## src/design/asm_slot_mem.sv

```systemverilog
// Slot state memory: one synchronous RAM, one write and one read port.
// Depends on nothing but its parameters.
`timescale 1ns / 1ps
`default_nettype none
module asm_slot_mem #(
    parameter int DEPTH = 512,
    parameter int WIDTH = 8
) (
    input  wire logic                     clk,
    input  wire logic                     we,
    input  wire logic [$clog2(DEPTH)-1:0] waddr,
    input  wire logic [WIDTH-1:0]         wdata,
    input  wire logic [$clog2(DEPTH)-1:0] raddr,
    output logic      [WIDTH-1:0]         rdata
);
    logic [WIDTH-1:0] mem [DEPTH];

    // Write port.
    always_ff @(posedge clk)
    begin
        if (we)
        begin
            mem[waddr] <= wdata;
        end
    end

    // Registered read port.
    always_ff @(posedge clk)
    begin
        rdata <= mem[raddr];
    end
endmodule
`default_nettype wire

```

## config.mk

```make
export PLATFORM = sky130hd
export DESIGN_NAME = asm_slot_mem
export DESIGN_NICKNAME = d
export VERILOG_FILES = /design/src/design/asm_slot_mem.sv
export SDC_FILE = /design/constraint.sdc
export NUM_CORES = 2
export LEC_CHECK = 0
export BUFFER_PORTS_ARGS = -buffer_cell sky130_fd_sc_hd__buf_4
export CORE_AREA = 8 8 794 796
export DETAILED_ROUTE_END_ITERATION = 8
export DIE_AREA = 0 0 802 804
export GPL_ROUTABILITY_DRIVEN = 0
export PLACE_DENSITY = 0.49
export RECOVER_POWER = 25
export SETUP_SLACK_MARGIN = 0.15
export SLEW_MARGIN = 25
export SYNTH_ARGS = -nofsm -noshare
export SYNTH_HDL_FRONTEND = slang
export SYNTH_SLANG_ARGS = --single-unit
```

## constraint.sdc

```tcl
create_clock -name clk -period 2.6 [get_ports clk]
set_input_delay 0.26 -clock clk [delete_from_list [all_inputs] [get_ports clk]]
set_output_delay 0.26 -clock clk [all_outputs]
set_load 0.02 [all_outputs]
```

---- Word-level counts from Yosys, hierarchy flattened ----
Memory sizes are Yosys's and may differ from the RTL's. A register that Yosys moved wholly into a read port is not among the register bits.
Cells that the tools add are included.
operators by class
  $add $sub $neg .......................... 0
  shift-type cells ........................ 0
  equality and inequality tests ........... 0
  $mul .................................... 0
  bitwise logic cells ..................... 0
  divide/modulo/power cells ............... 0
  muxes and demuxes ....................... 2
  reductions and logical operators ........ 0
  $lt $le $gt $ge ......................... 0
operator list
  cell               number
  1-bit two-way mux  2
word-level totals
  output and inout port bits .............. 8
  logic and storage cells ................. 3
  latch bits .............................. 0
  bits of input ports ..................... 28
  bits in writable memories ............... 4,096
  bits in read-only memories .............. 0
  memories ................................ 1
  register bits after elaboration ......... 0
memory list
  name  depth  width  read ports  clocked after Yosys merged registers in  wr ports  line  RTL
  mem   512    8      1           1                                        1         16    logic [WIDTH-1:0] mem [DEPTH];

---- Logic depth before layout (Yosys ltp) ----
  depth in word-level cells ............... 2
  mapped depth ............................ 12
  gate-level depth less buffers ........... 7

---- Worst setup path before layout ----
Ideal clock, no wire load.
  kind .................................... in2reg
  start point ............................. input raddr[0]
  end point ............................... register rdata[0], read port of mem
  data required time ...................... 2,482 ps
  buffers on the path ..................... 4
  data arrival time ....................... 2,114 ps
  setup time .............................. 118 ps
  slack ................................... 368 ps
  cell stages on the path ................. 10
  cells stage by stage .................... buf_4 -> buf_12 -> buf_12 -> buf_2 -> mux4_2 -> o21ai_0 -> nand3_1 -> nand4_1 -> o21ai_0 -> o2111a_1
RTL lines
  what         line  RTL
  from (decl)  13    input wire logic [$clog2(DEPTH)-1:0] raddr,
  to (decl)    14    output logic [WIDTH-1:0] rdata

==> results.txt <==
TritonCTS Buffers = 418
CTS tree = done
Root buf cell = clkbuf_16
First-pass GRT wire length = 668,000 um
Storage cell area = 123,000 um2
Critical-path top delay cell = mux4_2
Die W = 802 um
Post-route DRC violation count = 0
Violated checks = capacitance limit, slew limit, setup timing
Drt pass-1 iters = 6
VDD IR max = 0.000525 V
Hold WS = 0.163 ns
Final hold violations = 0
DIE AREA = 645,000 um2
GRT Util Overall = 14.1%
Synth Flop Type = edfxtp_1
Worst-path maximum fanout = 1
Largest cells by area after synthesis = edfxtp_1, mux4_2, mux2i_1, o221ai_1, nor2_1
Period minus WS final = 2.60 ns
Share of layout cells above drive strength 1 = 27.7%
Area Growth Syn to Fin = 21.7%
Synthesized Nets = 8,058
Mapped Cells = 8,030
Routed wire length = 473,000 um
Status = finished, violations left
Post-synth ARST share = 0%
Worst path bufs/invs = 2
Clk_skew = 0.0776 ns
Seq/Total Area, Yosys = 77.0%
Maximum buffer depth of the clock tree = 4
Area leader, netlist = edfxtp_1
Startpoint Class = register
WL/cell = 26.3 um
Largest net degree at the start of global routing = 105
CP delay by family, top = multiplexers
DRT iter0 DRCs = 8,466
Post-synth EDFFs = 4,096
Core box area = 618,000 um2
Final period util = 100%
Maxcap violations = 14
Vias in the first global route = 87,660
GR Overflow Total = 0
RSZ-0062 raised after global routing = yes
Rows = 289
Hpwl dp = 314,000 um
Arrival @ worst endpoint = 3.50 ns
Setup ws final = -0.00378 ns
Syn_area_per_cell = 19.9 um2
Max-slew violations = 357
Die Y = 804 um
Initial antenna violation count = 25
WS Path Type = register to register
IO Count = 36
Synth warn = 0
Critical path, cell by cell = mux4_2 -> mux4_2 -> nor4_4 -> buf_4 -> nor4_4 -> buf_6 -> o2111a_1
Hold WC Path Type = input port to register
I/O Buffers = 35
Antenna Violating Nets Remaining = 0
Post-synth top area share = 76.9%
Max-slew headroom = -74.0%
Commonest cells in the netlist = edfxtp_1, mux2i_1, mux4_2, nor2_1, o221ai_1
Final net count = 9,493
Most common cell in the netlist = edfxtp_1
Seq cells post-synth = 4,104
Endpoints failing setup = 1
PwrDens = 725 nW/um2
Initial Utilization = 25.9%
Yosys cell types = 51
Number of vias per cell = 4.75
Layout Utilization = 31.5%
Slowest stage delay, CP = 0.63 ns
Worst-Margin Slew = 2.61 ns
H-tree depth = 5
Fmax = 0.384 GHz
Vias = 85,343
Footprint of the multi-input gates = 34,400 um2
Filler cells = 59,333
Leak = 62.8 nW
Data required, critical path = 3.49 ns
CP endpoint kind = register
Worst-Skew Late Latency = 1.01 ns
Final setup TNS = -0.00378 ns
CTS Sinks = 4,104
Mapped Area = 160,000 um2
Clk slew on worst S/H paths = 0.06 ns
cells by family after synthesis:
| group | synth area share [%] |
|---|---|
| AOI/OAI and AO/OA | 4.31 |
| DFF | 77.0 |
| buffers and inverters | 1.85 |
| muxes | 14.2 |
| and+or+nand+nor | 2.63 |
repair_timing:
action | CTS | global route
hold endpoints to repair | 1248 | 0
hold buffers | 8 | 0
cloned | 0 | 0
pin swaps | 10 | 16
buffers inserted | 1 | 1
resized for setup | 52 | 55
setup endpoints to repair | 7 | 8
flip-flops by register name, summed over array words and instances, names as in the netlist:
name / count
rdata: 8
mem: 4096
layout by cell type (no fill, tap or decap), types with 7 or more instances in the layout:
master,synthesis,routed
buf_12,5,171
o2111a_1,8,8
clkbuf_4,0,16
o21ai_0,118,107
dlygate4sd3_1,0,8
o221ai_1,371,342
nand3_1,36,35
o221ai_2,1,30
edfxtp_1,4096,4096
nor3b_1,8,7
mux4_2,654,654
nor4_4,0,9
nor4_1,36,19
nor4_2,0,8
clkinv_16,0,9
o22ai_1,163,162
clkinv_2,0,79
clkbuf_16,0,420
inv_6,0,10
o21ai_1,1,11
clkbuf_2,0,23
nor3_2,0,8
clkinv_1,0,74
mux2i_1,797,797
buf_4,70,1140
clkbuf_1,265,246
nand2_1,111,100
and2_1,20,19
nor2_1,597,592
nand4_1,32,32
bufinv_16,0,46
dfxtp_1,8,8
a211oi_1,17,17
o31ai_1,13,12
a22oi_1,61,59
a21oi_1,194,189
clkinvlp_4,0,18
nor3_1,109,101
cell type report:
| cell class | instances | share of cell area, % |
|---|---|---|
| Clock buffer | 516 | 5.61 |
| Timing Repair Buffer | 1528 | 6.74 |
| Tap cell | 8148 | 5.24 |
| Antenna cell | 6 | 0.00772 |
| Clock inverter | 249 | 1.40 |
| Sequential cell | 4104 | 63.3 |
| Multi-Input combinational cell | 3410 | 17.7 |
| Inverter | 3 | 0.00965 |
per-stage QoR:
stage	cells	power [mW]	cell area, um2	worst slack, ns
after global routing	17961	145	195000	-0.00323
after floorplan	8030	77.8	160000	0.368
after CTS	17957	143	196000	0.0341
final	17964	141	195000	-0.00378
after detailed placement	17183	82.6	182000	-1.42
after global placement	17181	82.5	181000	-2.19
power by group:
part / internal, mW / leakage (nW) / total [mW] / switching, mW
Clock: 34.5 / 6.63 / 60.1 / 25.6
Sequential: 72.9 / 36.9 / 72.9 / 0.0422
Combinational: 3.04 / 19.3 / 8.19 / 5.14
Total: 110 / 62.8 / 141 / 30.8
worst reg2reg max path, stage by stage, from the launching register on:
cell,delay [ns]
edfxtp_1,0.36
mux4_2,0.55
mux4_2,0.64
nor4_4,0.40
buf_4,0.24
nor4_4,0.06
buf_6,0.13
o2111a_1,0.14
metal layers:
metal / global-route usage, % / vias up / wire (um)
met1: 18.8 / 45634 / 200000
met4: 3.92 / 6 / 14700
li1: - / 36350 / -
met5: 0 / - / 46
met2: 24.0 / 2716 / 232000
met3: 1.83 / 637 / 26500
worst paths after layout:
path,start,to,slack (ns),depth (start not counted)
hold / removal,waddr[5],mem[31][3]$_DFFE_PP_,0.16,5
setup / recovery,mem[435][5]$_DFFE_PP_,rdata[5]$_DFF_P_,-0.004,7
setup reg to reg,mem[435][5]$_DFFE_PP_,rdata[5]$_DFF_P_,-0.004,7
hold reg to reg,mem[296][4]$_DFFE_PP_,rdata[4]$_DFF_P_,1.20,6
(Power assumes the default switching activity.)
